[config.mk]
export PLATFORM = sky130hd
export DESIGN_NAME = cooperative_task_scheduler
export DESIGN_NICKNAME = d
export VERILOG_FILES = /design/src/sv/cts_pkg.sv /design/src/sv/cts_front.sv /design/src/sv/cts_resq.sv /design/src/sv/cts_back.sv /design/src/sv/cooperative_task_scheduler.sv
export SDC_FILE = /design/constraint.sdc
export NUM_CORES = 1
export LEC_CHECK = 0
export BUFFER_PORTS_ARGS = -buffer_cell sky130_fd_sc_hd__buf_2
export CAP_MARGIN = 5
export CORE_UTILIZATION = 45
export CTS_BUF_LIST = sky130_fd_sc_hd__clkbuf_4
export DETAILED_ROUTE_END_ITERATION = 10
export GPL_ROUTABILITY_DRIVEN = 0
export PLACE_DENSITY = 0.7
export RECOVER_POWER = 50
export SLEW_MARGIN = 0
export SYNTH_ARGS = -nofsm -noshare
export SYNTH_HDL_FRONTEND = slang
export SYNTH_HIERARCHICAL = 1
export SYNTH_SLANG_ARGS = --single-unit
[constraint.sdc]
create_clock -name clk -period 7.75 [get_ports clk]
set_clock_uncertainty 0.2 [all_clocks]
set_input_delay 0.775 -clock clk [delete_from_list [all_inputs] [get_ports clk]]
set_output_delay 0.775 -clock clk [all_outputs]
set_load 0.01 [all_outputs]
[src/sv/cts_pkg.sv]
package cts_pkg;

  localparam int NUM_SLOTS = 8;
  localparam int SLOT_W    = (NUM_SLOTS > 1) ? $clog2(NUM_SLOTS) : 1;
  localparam int SEL_W     = 3;
  localparam int EXT_W     = (SLOT_W > SEL_W) ? SLOT_W : SEL_W;
  localparam int MAX_RES   = 8;
  localparam int CNT_W     = $clog2(MAX_RES + 1);
  localparam int CQ_DEPTH  = 2;
  localparam int RQ_DEPTH  = 2;

  typedef enum logic [1:0] {
    CMD_TICK = 2'd0,
    CMD_ADD  = 2'd1,
    CMD_DEL  = 2'd2,
    CMD_DISP = 2'd3
  } cmd_t;

  typedef enum logic [1:0] {
    ST_OK      = 2'd0,
    ST_FULL    = 2'd1,
    ST_NO_TASK = 2'd2
  } status_t;

  typedef enum logic [2:0] {
    OP_TICK,
    OP_ADD,
    OP_DEL,
    OP_DEL_BAD,
    OP_DISP
  } op_t;

  typedef enum logic [2:0] {
    B_IDLE,
    B_READ,
    B_PROC,
    B_ADD,
    B_RESP
  } bstate_t;

  typedef logic [SLOT_W-1:0] slot_idx_t;

  typedef struct packed {
    cmd_t        cmd;
    logic [2:0]  slot_sel;
    logic [15:0] start_delay;
    logic [15:0] repeat_period;
    logic [7:0]  task_tag;
  } in_item_t;

  typedef struct packed {
    status_t     status;
    logic [2:0]  slot_out;
    logic [7:0]  tag_out;
    logic        ran;
    logic        last;
  } out_item_t;

  // Classified command handed from the front end to the sequencer.
  typedef struct packed {
    op_t         op;
    slot_idx_t   idx;
    logic [2:0]  sel;
    logic [15:0] delay;
    logic [15:0] period;
    logic [7:0]  tag;
  } job_t;

  typedef struct packed {
    logic [7:0]  tag;
    logic [15:0] delay;
    logic [15:0] period;
    logic [7:0]  runs;
  } slot_ent_t;

  function automatic logic [2:0] slot_out_f(slot_idx_t i);
    logic [EXT_W-1:0] e;
    e = EXT_W'(i);
    return e[2:0];
  endfunction

  function automatic slot_idx_t sel_idx_f(logic [2:0] s);
    logic [EXT_W-1:0] e;
    e = EXT_W'(s);
    return e[SLOT_W-1:0];
  endfunction

  function automatic logic sel_ok_f(logic [2:0] s);
    return (32'(s) < NUM_SLOTS);
  endfunction

endpackage

[src/sv/cts_front.sv]
module cts_front import cts_pkg::*; (
  input  logic     clk,
  input  logic     rst_n,
  input  logic     push,
  output logic     full,
  input  in_item_t in_data,
  output logic     job_valid,
  output job_t     job,
  input  logic     job_take
);

  localparam int PW = (CQ_DEPTH > 1) ? $clog2(CQ_DEPTH) : 1;
  localparam int CW = $clog2(CQ_DEPTH + 1);

  job_t          q_r [CQ_DEPTH];
  logic [PW-1:0] wr_ptr_r, wr_ptr_nxt;
  logic [PW-1:0] rd_ptr_r, rd_ptr_nxt;
  logic [CW-1:0] cnt_r, cnt_nxt;
  job_t          job_in;
  logic          do_push, do_pop;

  // Decode the command, range-check the slot and pre-add the start delay.
  always_comb begin
    job_in.idx    = sel_idx_f(in_data.slot_sel);
    job_in.sel    = in_data.slot_sel;
    job_in.delay  = in_data.start_delay + 16'd1;
    job_in.period = in_data.repeat_period;
    job_in.tag    = in_data.task_tag;
    unique case (in_data.cmd)
      CMD_TICK: job_in.op = OP_TICK;
      CMD_ADD:  job_in.op = OP_ADD;
      CMD_DEL:  job_in.op = sel_ok_f(in_data.slot_sel) ? OP_DEL : OP_DEL_BAD;
      CMD_DISP: job_in.op = OP_DISP;
      default:  job_in.op = OP_TICK;
    endcase
  end

  assign full      = (cnt_r == CW'(CQ_DEPTH));
  assign job_valid = (cnt_r != '0);
  assign job       = q_r[rd_ptr_r];
  assign do_push   = push && !full;
  assign do_pop    = job_take && job_valid;

  always_comb begin
    wr_ptr_nxt = wr_ptr_r;
    rd_ptr_nxt = rd_ptr_r;
    if (do_push) begin
      wr_ptr_nxt = (wr_ptr_r == PW'(CQ_DEPTH - 1)) ? '0 : wr_ptr_r + PW'(1);
    end
    if (do_pop) begin
      rd_ptr_nxt = (rd_ptr_r == PW'(CQ_DEPTH - 1)) ? '0 : rd_ptr_r + PW'(1);
    end
    cnt_nxt = cnt_r + CW'(do_push) - CW'(do_pop);
  end

  always_ff @(posedge clk) begin
    if (!rst_n) begin
      wr_ptr_r <= '0;
      rd_ptr_r <= '0;
      cnt_r    <= '0;
    end else begin
      wr_ptr_r <= wr_ptr_nxt;
      rd_ptr_r <= rd_ptr_nxt;
      cnt_r    <= cnt_nxt;
    end
  end

  always_ff @(posedge clk) begin
    if (do_push) begin
      q_r[wr_ptr_r] <= job_in;
    end
  end

endmodule

[src/sv/cts_resq.sv]
module cts_resq import cts_pkg::*; (
  input  logic      clk,
  input  logic      rst_n,
  input  logic      res_push,
  input  out_item_t res,
  output logic      res_full,
  output logic      empty,
  input  logic      pop,
  output out_item_t out_data
);

  localparam int PW = (RQ_DEPTH > 1) ? $clog2(RQ_DEPTH) : 1;
  localparam int CW = $clog2(RQ_DEPTH + 1);

  out_item_t     q_r [RQ_DEPTH];
  logic [PW-1:0] wr_ptr_r, wr_ptr_nxt;
  logic [PW-1:0] rd_ptr_r, rd_ptr_nxt;
  logic [CW-1:0] cnt_r, cnt_nxt;
  logic          do_push, do_pop;

  assign res_full = (cnt_r == CW'(RQ_DEPTH));
  assign empty    = (cnt_r == '0);
  assign out_data = q_r[rd_ptr_r];
  assign do_push  = res_push && !res_full;
  assign do_pop   = pop && !empty;

  always_comb begin
    wr_ptr_nxt = wr_ptr_r;
    rd_ptr_nxt = rd_ptr_r;
    if (do_push) begin
      wr_ptr_nxt = (wr_ptr_r == PW'(RQ_DEPTH - 1)) ? '0 : wr_ptr_r + PW'(1);
    end
    if (do_pop) begin
      rd_ptr_nxt = (rd_ptr_r == PW'(RQ_DEPTH - 1)) ? '0 : rd_ptr_r + PW'(1);
    end
    cnt_nxt = cnt_r + CW'(do_push) - CW'(do_pop);
  end

  always_ff @(posedge clk) begin
    if (!rst_n) begin
      wr_ptr_r <= '0;
      rd_ptr_r <= '0;
      cnt_r    <= '0;
    end else begin
      wr_ptr_r <= wr_ptr_nxt;
      rd_ptr_r <= rd_ptr_nxt;
      cnt_r    <= cnt_nxt;
    end
  end

  always_ff @(posedge clk) begin
    if (do_push) begin
      q_r[wr_ptr_r] <= res;
    end
  end

endmodule

[src/sv/cts_back.sv]
module cts_back import cts_pkg::*; (
  input  logic      clk,
  input  logic      rst_n,
  input  logic      job_valid,
  input  job_t      job,
  output logic      job_take,
  output logic      res_push,
  output out_item_t res,
  input  logic      res_full
);

  bstate_t              state_r, state_nxt;
  job_t                 cur_r, cur_nxt;
  slot_idx_t            idx_r, idx_nxt;
  logic [NUM_SLOTS-1:0] used_r, used_nxt;
  logic [CNT_W-1:0]     cnt_r, cnt_nxt;
  logic                 pend_vld_r, pend_vld_nxt;
  out_item_t            pend_r, pend_nxt;
  out_item_t            res_r, res_nxt;

  slot_ent_t            slot_mem_r [NUM_SLOTS];
  slot_ent_t            rd_q_r;
  slot_ent_t            wdata;
  logic                 we;

  logic                 idx_last;
  logic                 found;
  logic                 done;
  logic [15:0]          dec;
  out_item_t            none_res;

  assign idx_last = (idx_r == SLOT_W'(NUM_SLOTS - 1));
  assign found    = used_r[idx_r] && (rd_q_r.runs != 8'd0);
  assign dec      = rd_q_r.delay - 16'd1;

  always_comb begin
    none_res.status   = ST_OK;
    none_res.slot_out = 3'd0;
    none_res.tag_out  = 8'd0;
    none_res.ran      = 1'b0;
    none_res.last     = 1'b1;
  end

  always_comb begin
    state_nxt    = state_r;
    cur_nxt      = cur_r;
    idx_nxt      = idx_r;
    used_nxt     = used_r;
    cnt_nxt      = cnt_r;
    pend_vld_nxt = pend_vld_r;
    pend_nxt     = pend_r;
    res_nxt      = res_r;
    job_take     = 1'b0;
    res_push     = 1'b0;
    res          = res_r;
    we           = 1'b0;
    wdata        = rd_q_r;
    done         = 1'b0;

    unique case (state_r)
      B_IDLE: begin
        if (job_valid) begin
          job_take     = 1'b1;
          cur_nxt      = job;
          idx_nxt      = '0;
          cnt_nxt      = '0;
          pend_vld_nxt = 1'b0;
          res_nxt      = none_res;
          unique case (job.op) inside
            OP_TICK, OP_DISP: state_nxt = B_READ;
            OP_ADD:           state_nxt = B_ADD;
            OP_DEL: begin
              res_nxt.status    = used_r[job.idx] ? ST_OK : ST_NO_TASK;
              res_nxt.slot_out  = job.sel;
              used_nxt[job.idx] = 1'b0;
              state_nxt         = B_RESP;
            end
            OP_DEL_BAD: begin
              res_nxt.status   = ST_NO_TASK;
              res_nxt.slot_out = job.sel;
              state_nxt        = B_RESP;
            end
            default: state_nxt = B_IDLE;
          endcase
        end
      end

      B_READ: state_nxt = B_PROC;

      B_PROC: begin
        if (cur_r.op == OP_TICK) begin
          if (used_r[idx_r]) begin
            we          = 1'b1;
            wdata.delay = dec;
            if (dec == 16'd0) begin
              wdata.runs = rd_q_r.runs + 8'd1;
              if (rd_q_r.period != 16'd0) begin
                wdata.delay = rd_q_r.period;
              end
            end
          end
          if (idx_last) begin
            res_nxt   = none_res;
            state_nxt = B_RESP;
          end else begin
            idx_nxt   = idx_r + SLOT_W'(1);
            state_nxt = B_READ;
          end
        end else if (!(found && pend_vld_r && res_full)) begin
          // Release the held result once a newer one shows it was not the final one.
          if (found) begin
            res_push          = pend_vld_r;
            res               = pend_r;
            pend_nxt.status   = ST_OK;
            pend_nxt.slot_out = slot_out_f(idx_r);
            pend_nxt.tag_out  = rd_q_r.tag;
            pend_nxt.ran      = 1'b1;
            pend_nxt.last     = 1'b0;
            pend_vld_nxt      = 1'b1;
            cnt_nxt           = cnt_r + CNT_W'(1);
            we                = 1'b1;
            wdata.runs        = rd_q_r.runs - 8'd1;
            if (rd_q_r.period == 16'd0) begin
              used_nxt[idx_r] = 1'b0;
            end
          end
          done = idx_last || (found && (cnt_r == CNT_W'(MAX_RES - 1)));
          if (done) begin
            if (pend_vld_nxt) begin
              res_nxt      = pend_nxt;
              res_nxt.last = 1'b1;
            end else begin
              res_nxt = none_res;
            end
            state_nxt = B_RESP;
          end else begin
            idx_nxt   = idx_r + SLOT_W'(1);
            state_nxt = B_READ;
          end
        end
      end

      B_ADD: begin
        if (!used_r[idx_r]) begin
          used_nxt[idx_r]  = 1'b1;
          we               = 1'b1;
          wdata.tag        = cur_r.tag;
          wdata.delay      = cur_r.delay;
          wdata.period     = cur_r.period;
          wdata.runs       = 8'd0;
          res_nxt          = none_res;
          res_nxt.slot_out = slot_out_f(idx_r);
          state_nxt        = B_RESP;
        end else if (idx_last) begin
          res_nxt        = none_res;
          res_nxt.status = ST_FULL;
          state_nxt      = B_RESP;
        end else begin
          idx_nxt = idx_r + SLOT_W'(1);
        end
      end

      B_RESP: begin
        res = res_r;
        if (!res_full) begin
          res_push  = 1'b1;
          state_nxt = B_IDLE;
        end
      end

      default: state_nxt = B_IDLE;
    endcase
  end

  always_ff @(posedge clk) begin
    if (!rst_n) begin
      state_r    <= B_IDLE;
      used_r     <= '0;
      pend_vld_r <= 1'b0;
      cnt_r      <= '0;
      idx_r      <= '0;
    end else begin
      state_r    <= state_nxt;
      used_r     <= used_nxt;
      pend_vld_r <= pend_vld_nxt;
      cnt_r      <= cnt_nxt;
      idx_r      <= idx_nxt;
    end
  end

  always_ff @(posedge clk) begin
    cur_r  <= cur_nxt;
    pend_r <= pend_nxt;
    res_r  <= res_nxt;
  end

  // Slot memory: one port, shared address, registered read.
  always_ff @(posedge clk) begin
    rd_q_r <= slot_mem_r[idx_r];
    if (we) begin
      slot_mem_r[idx_r] <= wdata;
    end
  end

endmodule

[src/sv/cooperative_task_scheduler.sv]
// Delete answers straight from the used flags; add scans for the first free slot;
//   tick and dispatch walk the slot table (dispatch longer if the result queue backs up).
// The sequencer finishes one command before it takes the next; each tick or dispatch
//   slot visit is a read then an update of the one-port slot memory.
// Reset (rst_n low, synchronous): all slots free, both queues empty, sequencer idle.
module cooperative_task_scheduler import cts_pkg::*; (
  input  logic      clk,
  input  logic      rst_n,
  input  logic      push,
  output logic      full,
  input  in_item_t  in_data,
  output logic      empty,
  input  logic      pop,
  output out_item_t out_data
);

  // Front end: take one beat per push, decode it, and park it in a short job queue.
  job_t      job;
  logic      job_valid;
  logic      job_take;

  // Back end results travel through a small queue so the sequencer can run ahead.
  out_item_t res;
  logic      res_push;
  logic      res_full;

  cts_front u_front (
    .clk       (clk),
    .rst_n     (rst_n),
    .push      (push),
    .full      (full),
    .in_data   (in_data),
    .job_valid (job_valid),
    .job       (job),
    .job_take  (job_take)
  );

  // Sequencer: walk the slot table one slot at a time for tick, dispatch and add;
  // hold each dispatch beat until the next one shows whether it is the final one.
  cts_back u_back (
    .clk       (clk),
    .rst_n     (rst_n),
    .job_valid (job_valid),
    .job       (job),
    .job_take  (job_take),
    .res_push  (res_push),
    .res       (res),
    .res_full  (res_full)
  );

  cts_resq u_resq (
    .clk      (clk),
    .rst_n    (rst_n),
    .res_push (res_push),
    .res      (res),
    .res_full (res_full),
    .empty    (empty),
    .pop      (pop),
    .out_data (out_data)
  );

endmodule

== Word-level counts from Yosys, hierarchy flattened ==
Memories as Yosys holds them, arrays and structs flattened. A register that Yosys moved wholly into a read port is not among the register bits.
Index checks and enable logic that the tools add are counted.
Storage, ports and cells
  register bits: 99
  bits in latches: 0
  RAM bits: 512
  bits in read-only memories: 0
  input port bits: 49
  output and inout port bits: 17
  word-level logic and storage cells: 221
  memories: 3
Cells by class
  add/subtract/negate cells: 14
  $mul: 0
  div/mod/pow operators: 0
  order comparisons: 4
  equality and inequality tests: 29
  shift operators: 0
  multiplexer cells: 104
  bitwise operators: 7
  reductions and logical operators: 36
Memory list
  u_back.slot_mem_r: depth 8, bits a word 48, read ports 1, clocked after Yosys merged registers in 1, wr ports 1, RTL line cts_back.sv:21  | slot_ent_t slot_mem_r [NUM_SLOTS];
  u_front.q_r: depth 2, bits a word 49, read ports 1, clocked after Yosys merged registers in 1, wr ports 1, RTL line cts_front.sv:15  | job_t q_r [CQ_DEPTH];
  u_resq.q_r: depth 2, bits a word 15, read ports 1, clocked after Yosys merged registers in 1, wr ports 1, RTL line cts_resq.sv:15  | out_item_t q_r [RQ_DEPTH];
Operators by type and width (number)
  two-way mux 15 bit: 13
  two-way mux 8 bit: 13
  two-way mux 16 bit: 5
  two-way mux 48 bit: 1
  one-hot mux 15 bit (3 select lines): 1
  two-way mux 3 bit: 14
  two-way mux 1 bit: 36
  zero test 16 bit: 2
  one-hot mux 16 bit (2 select lines): 1
  one-hot mux 8 bit (3 select lines): 1
  one-hot mux 3 bit (3 select lines): 2
  adder 16 x 1 -> 16 bit (second input constant): 1
  AND 8 bit: 2
  two-way mux 4 bit: 4
  inverter 8 bit: 2
  one-hot mux 8 bit (2 select lines): 1
  nonzero test 16 bit: 1
  subtractor 16 x 1 -> 16 bit (second input constant): 1
  one-hot mux 3 bit (5 select lines): 1
  equality test 3 x 2 -> 1 bit (second input constant): 4
  inequality test 3 x 2 -> 1 bit (second input constant): 4
  one-hot mux 3 bit (4 select lines): 1
  logical AND 1 bit: 10
  inequality test 2 bit (second input constant): 5
  38 further kinds: 68

== Depth between registers and ports, before layout ==
Gate-level depths: netlist of run 1.
  word-level depth: 13
  depth in mapped cells: 16
  mapped depth without buffers: 13

== Modules after synthesis ==
The synthesis of run 1 kept the hierarchy.
By module, submodules not included
  cts_back: times used 1, cells an instance 1398, area each 20504.7 um^2, sequential area each 15004.4 um^2
  cts_front: times used 1, cells an instance 218, area each 3927.5 um^2, sequential area each 2862.7 um^2
  cts_resq: times used 1, cells an instance 74, area each 1372.6 um^2, sequential area each 1001.0 um^2

== Worst setup path after synthesis of run 1 ==
No wires, ideal clock.
  kind: flip-flop to flip-flop
  start point: reg u_back.state_r[2]
  end point: reg u_back/res_r[10] in the netlist's numbering, enable pin
  library setup time: 403 ps
  data arrival time: 6829 ps
  required time: 7147 ps
  slack: 318 ps
  cell stages (with the launch flop): 5
  buffers on the path: 1
  period minus slack after synthesis: 7432 ps
  path through: dfxtp_1 clkbuf_1 nor4b_1 nor2_1 nor3_1
Between the ends
  word-level cells in the longest chain between the ends: 3
  elaborated cells on any way between the ends: 10
  those cells by class: eq/ne (7); reduce/logical (3)
Ends and longest elaborated chain
  start, declared: RTL line cts_back.sv:12  | bstate_t state_r, state_nxt;
  start signal, assigned: RTL line cts_back.sv:183  | state_r <= state_nxt;
  equality test 3 x 2 -> 1 bit / zero test 3 bit (equally long branches): RTL line cts_back.sv:60  | unique case (state_r)
  inequality test 3 x 2 -> 1 bit (no line), or another cell as far along
  AND reduction 6 bit (no line) (*)
  end signal, assigned: RTL line cts_back.sv:194  | res_r <= res_nxt;
  end, declared: RTL line cts_back.sv:19  | out_item_t res_r, res_nxt;
Mark *: on every way between the ends. The rest lies on a longest branch, timed or not.
A chain may end at the register's enable or synchronous reset.

== Worst setup path in the final report of run 1 ==
  start point: reg u_back.idx_r[0]
  end point: mem u_back/slot_mem_r[2][12] in the netlist's numbering, enable pin
Between the ends
  word-level cells in the longest chain between the ends: 10
  elaborated cells on any way between the ends: 13
  those cells by class: mux (10); reduce/logical (3)
Ends and longest elaborated chain
  start, declared: RTL line cts_back.sv:14  | slot_idx_t idx_r, idx_nxt;
  start signal, assigned: RTL line cts_back.sv:187  | idx_r <= idx_nxt;
  binary-select mux 1 bit (select 3 bit): RTL line cts_back.sv:33, cts_back.sv:92, cts_back.sv:144
  two-way mux 1 bit (implied by the code): RTL line cts_back.sv:33, cts_back.sv:92, cts_back.sv:144
  logical AND 1 bit: RTL line cts_back.sv:33  | assign found = used_r[idx_r] && (rd_q_r.runs != 8'd0);
  logical AND 1 bit (2 in series): RTL line cts_back.sv:109  | end else if (!(found && pend_vld_r && res_full)) begin
  two-way mux 1 bit: RTL line cts_back.sv:109
  two-way mux 1 bit: RTL line cts_back.sv:91  | if (cur_r.op == OP_TICK) begin
  one-hot mux 1 bit (2 select lines): RTL line cts_back.sv:60
  two-way mux 1 bit: RTL line cts_back.sv:200  | if (we) begin
  two-way mux 1 bit (implied by the code): RTL line cts_back.sv:201  | slot_mem_r[idx_r] <= wdata;
  end, declared: RTL line cts_back.sv:21
Several ways; a longest one is shown, not always the timed one. The select of a mux whose other input is x is not followed.

==> results of run 1 <==
cells in the mapped netlist, types with 11 or more instances:
| master | instances |
|---|---|
| a21oi_1 | 40 |
| a22oi_1 | 201 |
| a31oi_1 | 14 |
| and2_1 | 11 |
| buf_2 | 12 |
| clkbuf_1 | 81 |
| dfxtp_1 | 77 |
| edfxtp_1 | 577 |
| ha_1 | 13 |
| inv_1 | 33 |
| mux2_2 | 74 |
| mux2i_1 | 14 |
| nand2_1 | 102 |
| nand3_1 | 36 |
| nand4_1 | 55 |
| nor2_1 | 50 |
| nor2b_1 | 24 |
| nor3_1 | 37 |
| nor4_1 | 14 |
| o21ai_0 | 21 |
| o22ai_1 | 13 |
| or3_1 | 11 |
| xor2_1 | 13 |
how the worst max path moves through the flow:
| stage | end |
|---|---|
| floorplan | u_back/res_r[10] |
| CTS | u_back/slot_mem_r[2][35] |
| global placement | u_back/slot_mem_r[2][17] |
| finish | u_back/slot_mem_r[2][12] |
| detailed placement | u_back/slot_mem_r[2][10] |
| global route | u_back/slot_mem_r[2][35] |
power breakdown:
part           internal (uW)  switching, uW
registers               4500            318
clock network           1550           1320
logic                    479            937
per-stage QoR:
stage,util (%),hold slack (ps),area (sq um),total power [uW]
global placement,47.66,254.9,26930,6243
floorplan,-,244.4,25800,5741
finish,51.74,84.08,29230,9105
detailed placement,47.66,256.8,26930,6292
global route,51.74,-6.123,29230,9510
CTS,52.03,15.72,29390,9178
per-layer routing:
| metal | global-route usage (%) | share of wire [%] | vias up |
|---|---|---|---|
| li1 | - | - | 7210 |
| met1 | 26.78 | 39 | 8073 |
| met2 | 35.16 | 49 | 818 |
| met3 | 5.709 | 8.9 | 120 |
| met4 | 10.11 | 3.4 | 0 |
| met5 | 0 | 0 | - |
worst reg2reg max path, stage by stage, from the launching register on:
cell      delay (ps)
dfxtp_1          720
and3b_2          290
buf_4            640
a211o_1          260
a21o_1           470
nand2_1          370
a21oi_1          230
nor2_1            60
clkbuf_1         390
nor2b_4         1070
buf_4            500
final cells by class:
| type | instances | area, sq um |
|---|---|---|
| Clock buffer | 245 | 1839 |
| Antenna cell | 3 | 7.507 |
| Multi-Input combinational cell | 897 | 6334 |
| Timing Repair Buffer | 127 | 815.8 |
| Fill cell | 4574 | 27260 |
| Sequential cell | 654 | 18870 |
| Tap cell | 756 | 945.9 |
| Inverter | 34 | 127.6 |
| Clock inverter | 50 | 295.3 |
flip-flops by register name, indices dropped and copies added (netlist names), 8 cells and up, named ones only:
signal             cells
u_front/q_r           92
u_back/res_r          14
u_back/used_r          8
u_back/pend_r         14
u_resq/q_r            30
u_back/cur_r          43
u_back/rd_q_r         48
u_back/slot_mem_r    384
cells by family after synthesis:
logic type                 after synthesis  share of synthesized area [%]
muxes                                  107                          4.834
DFF                                    654                          73.12
xor gates and xnor gates                21                         0.7128
adders and majority gates               13                         0.6303
buffers and inverters                  139                          2.347
and+or+nand+nor                        394                          8.330
AOI/OAI and AO/OA                      362                          10.03
cell usage in the layout, fill, tap and decap left out, types with 16 or more instances in the layout:
cell type / n
a21oi_1: 40
a22oi_1: 201
buf_2: 43
buf_4: 21
clkbuf_1: 30
clkbuf_4: 245
clkinv_1: 36
dfxtp_1: 77
dlygate4sd3_1: 33
edfxtp_1: 577
inv_1: 32
mux2_1: 43
mux2_2: 48
nand2_1: 102
nand3_1: 37
nand4_1: 56
nor2_1: 48
nor2b_1: 16
nor3_1: 31
nor4_1: 17
o21ai_0: 28
==> results by group, run 1 <==
Routing
  – Post-route DRC: 0
  – Routed via count: 16221
  – Final antenna-violating net count: 0
  – 1st-iter DRT viols: 1786
  – Avg WL per Cell: 22.43 um
  – Vias/cell: 5.864
  – Final WL: around 62 mm
  – Pre-antenna DRT Iters: 5

Status
  – Status: finished, violations left
  – Failing checks: capacitance limit, slew limit

Yosys
  – Synth Flop Type: edfxtp_1
  – Yosys synthesis warning count: 6
  – Area leader, netlist: edfxtp_1
  – Post-Syn Area per Cell: about 15 sq um
  – Synth Register Bits: 654
  – Top cells by area, synth: edfxtp_1 67%, dfxtp_1 6.0%, a22oi_1 5.8%
  – Number of synthesized flops with an enable pin: 577
  – Mapped Cells: 1690
  – Yosys top cell area share: between 60% and 70%
  – Ys async rst share: 0%
  – Post-synthesis sequential area ratio: approximately three quarters
  – Netlist Area Pre-Place: 25800 sq um
  – Syn_nets: 1752
  – Yosys cell types: 82

Global routing
  – Grt total ovfl: 0
  – Total GRT Usage: a little over a fifth
  – Initial antenna violation count: 2
  – Pin count of the biggest net entering global routing: 53
  – Global-route wire length before repair: 93.67 mm
  – Vias in the first global route: 16308

Critical path
  – Reg2reg setup slack: 2190 ps
  – Crit path launch type: register
  – Delay-heaviest family, CP: simple AND/OR/NAND/NOR gates
  – CP Buf/Inv Count: 3
  – CP cell instances: and3b_2 -> buf_4 -> a211o_1 -> a21o_1 -> nand2_1 -> a21oi_1 -> nor2_1 -> clkbuf_1 -> nor2b_4 -> buf_4
  – Crit Reg-Reg Endpoint: u_back/slot_mem_r[2][12]
  – CP max stage cell: nor2b_4
  – WP data required: 8060 ps
  – CP most frequent cell: buf_4
  – Crit path largest cell delay: around 1100 ps
  – Critical Path Fanout Max: 52
  – Worst R2R Path Depth: 10
  – CP endpoint kind: register
  – CP arrival: between 5000 and 6000 ps
  – Launch point of the worst path: u_back/idx_r[0]
  – FF-to-FF Start: u_back/idx_r[0]
  – CP Class: reg2reg
  – Critical path depth: 10

Floorplanning
  – Cell Rows: 87
  – Die Y: around 240 um
  – Die ar.: 58310 sq um
  – Core area: 56500 sq um
  – Chip width: 241.5 um
  – I/O pin total: 66
  – Initial Util: 45.68%

Clock tree
  – Clk sink count: 654
  – Worst-Skew Late Latency: 870 ps
  – CTS max path bufs: 3
  – H-tree depth: 4
  – CTS tree: done
  – Clk pin slew, worst setup/hold paths: around 70 ps
  – Num CTS Buffers: 160
  – Setup Buffers After CTS: 0
  – Clk Tree Root Cell: clkbuf_4
  – Post-CTS resize count: 0
  – Hold buffers post-CTS: 33

STA
  – Worst slew pin tran: approximately 3500 ps
  – Number of max-slew violations in the final report: 253
  – TNS Setup: 0 ps
  – RSZ-0062 raised after global routing: false
  – Max Fclk: 179.7 MHz
  – Final period utilization: 71.79%
  – Slew headroom: -133.2%
  – Setup violators final: 0
  – Final worst slack: 2186 ps
  – Hold Fails Final Rpt: 0
  – Min Tclk post-route: 5564 ps

Power
  – LEAKAGE: 0.009696 uW
  – Pwr/cell area: 311.5 nW/um^2
  – Peak supply drop: about 0.00021 V

Worst hold path
  – WHS Path Cells: 2
  – Hold Path End: u_front/q_r[1][26]
  – Min-delay worst type: in2reg
  – Min-Delay Startpoint: in_data[26]

Cells and area
  – Final cell count without fillers: 2766
  – Area growth syn-to-layout: 13.29%
  – Nets: 1936
  – Share of cells above drive strength 1: 20.38%

Placed design
  – Final HPWL DP: 35.58 mm
  – PortBufs: 65
  – Setup slack at placement: 2545 ps
  – Placed cell count: ~2400

Flow run
  – Max cap viols: 6
(Power assumes the default switching activity.)
==> inputs of run 2 (changes only) <==
clock period = 4.68 ns   (was 7.75 ns; I/O delays follow)
==> results by group, run 2 (synthesis gave the netlist of run 1 again) <==
Status
  – Status: finished, violations left
  – Failing checks: capacitance limit, slew limit

STA
  – Hold Fails Final Rpt: 0 (unchanged)
  – RSZ-0062 raised after global routing: false
  – Min Tclk post-route: 4328 ps (-1235 ps)
  – Max Fclk: 231.0 MHz (+29%)
  – Final period utilization: 92.48% (+21 points)
  – Slew headroom: -71.52% (+62 points)
  – Setup violators final: 0 (unchanged)
  – Worst slew pin tran: 2573 ps (-924.7 ps)
  – Number of max-slew violations in the final report: 179 (-29%)

Critical path
  – CP arrival: 4610 ps (-1270 ps)
  – CP endpoint kind: register
  – Launch point of the worst path: u_back/idx_r[0]
  – Critical Path Fanout Max: 18 (-65%)
  – CP Class: reg2reg
  – WP data required: 4960 ps (-3100 ps)
  – FF-to-FF Start: u_back/idx_r[0]
  – Crit path launch type: register
  – Worst R2R Path Depth: 9 (-1)

Clock tree
  – Worst-Skew Late Latency: 910 ps (+40 ps)
  – Num CTS Buffers: 154 (-3.8%)
  – Setup Buffers After CTS: 0 (unchanged)
  – CTS max path bufs: 3 (unchanged)
  – CTS tree: done
  – H-tree depth: 4 (unchanged)
  – Clk pin slew, worst setup/hold paths: 60 ps (about the same)
  – Clk sink count: 654 (unchanged)
  – Clk Tree Root Cell: clkbuf_4

Routing
  – Post-route DRC: 0 (unchanged)
  – Pre-antenna DRT Iters: 7 (+2)
  – Final antenna-violating net count: 0 (unchanged)
  – 1st-iter DRT viols: 1514 (-15%)
  – Vias/cell: 5.812 (-0.90%)
  – Final WL: 62.84 mm (+1.3%)
  – Routed via count: 16203 (-0.11%)
  – Avg WL per Cell: 22.54 um (+0.50%)

Worst hold path
  – Min-delay worst type: in2reg
  – WHS Path Cells: 2 (unchanged)
  – Min-Delay Startpoint: in_data[17]

Power
  – Switching part of the total: 27.95% (-0.32 points)
  – LEAKAGE: 0.009830 uW (+1.4%)
  – Peak supply drop: 0.0003104 V (+48%)
  – Pwr/cell area: 510.0 nW/um^2 (+64%)
  – Design Power: 15090 uW (+66%)
  – Comb pwr share: 15.7% (+0.2 points)
  – Switch Pwr: 4218 uW (+64%)
  – Int Power: 10870 uW (+66%)
  – Clock power frac: 31.5% (about the same)
  – Seq pwr share: 52.8% (-0.2 points)

Cells and area
  – Area growth syn-to-layout: 14.67%
  – Largest register by flop count: u_back/slot_mem_r
  – Leading cell type in the layout, fill and taps excluded: edfxtp_1
  – Largest register FFs: 384 (unchanged)
  – Share of cells above drive strength 1: 20.98% (+0.60 points)
  – Nets: 1969 (+1.7%)
  – Largest regs: u_back/slot_mem_r x384, u_front/q_r x92, u_back/rd_q_r x48
  – End-of-flow core utilization: 52.38% (+0.63 points)
  – Commonest non-fill, non-tap cells in the layout: 577 x edfxtp_1, 239 x clkbuf_4, 201 x a22oi_1

Global routing
  – Vias in the first global route: 16399 (+0.56%)
  – Initial antenna violation count: 2 (unchanged)
  – Global-route wire length before repair: 95.03 mm (+1.5%)
  – Grt total ovfl: 0 (unchanged)
  – Total GRT Usage: 21.92% (+0.37 points)
  – Pin count of the biggest net entering global routing: 52 (-1.9%)

Floorplanning
  – Cell Rows: 87 (unchanged)
  – Die Y: 241.5 um (unchanged)
  – Initial Util: 45.68% (unchanged)
  – Die ar.: 58310 sq um (unchanged)
  – Chip width: 241.5 um (unchanged)
  – I/O pin total: 66 (unchanged)
  – Core area: 56500 sq um (unchanged)

Flow run
  – Max cap viols: 5 (-1)

Placed design
  – PortBufs: 65 (unchanged)
  – Final HPWL DP: 35.20 mm (-1.1%)
run 2: changes by cell type in the layout (fill, tap and decap cells not counted), moves of 3 or more:
cell,previous run,this run
and2_1,8,5
buf_2,43,39
inv_2,5,1
clkinv_1,36,23
clkbuf_1,30,36
buf_12,0,7
clkbuf_2,0,3
dlygate4sd3_1,33,56
clkbuf_4,245,239
mux2_1,43,25
mux2_2,48,66
buf_4,21,25
diode_2,3,6
run 2: routing by layer:
metal	share of wire, %	routed length [um]	track usage (%)
met5	0	0	0
met1	40	25160	28.14
met3	8.4	5269	4.934
met4	2.7	1697	8.957
met2	49	30710	36.00
run 2: cell type report:
class                   count  area, sq um
flip-flops and latches    654        18870
clock buffers             239         1794
fillers                  4593        26900
clock inverters            36        297.8
multi-input cells         897         6309
repair buffers            166         1234
diodes                      6        15.01
well taps                 756        945.9
inverters                  34        127.6
run 2: timing repair:
item	CTS	global route
hold endpoints to repair	118	0
hold buffers	56	0
resized for setup	0	0
run 2: final timing paths:
kind | endpoint | slack, ps
worst max register to register | u_back/slot_mem_r[7][11] | 350
worst min-delay path | u_front/q_r[1][17] | 80
worst max-delay path | u_back/slot_mem_r[7][11] | 350
worst min register to register | u_back/rd_q_r[5] | 250
run 2: critical path: stages, from the launching register on:
cell and delay [ps]:
dfxtp_1 760, mux2_1 400, a221o_1 370, a21o_1 240, clkbuf_1 320, nor3_1 320
nor2_1 150, buf_4 220, nor2b_4 160, clkbuf_1 800
run 2: stage by stage:
step | TNS, ps | hold WS [ps] | area [sq um] | worst slack [ps] | cells
detailed placement | 0 | 256.0 | 27160 | 800.9 | 2451
finish | 0 | 84.64 | 29590 | 351.7 | 2788
global route | 0 | -11.12 | 29590 | 285.2 | 2788
global placement | 0 | 252.7 | 27160 | 979.6 | 2451
CTS | 0 | 0.05151 | 29810 | 778.6 | 2782
floorplan | -86420 | 244.4 | 25820 | -225.0 | 1690
run 2: power groups by stage:
stage	clock [uW]	combinational [uW]	sequential (uW)
after floorplan	0	1770	7720
after global placement	0	2320	8050
after detailed placement	0	2380	8060
after CTS	4870	2430	7940
after global routing	5180	2580	8000
final	4750	2370	7960
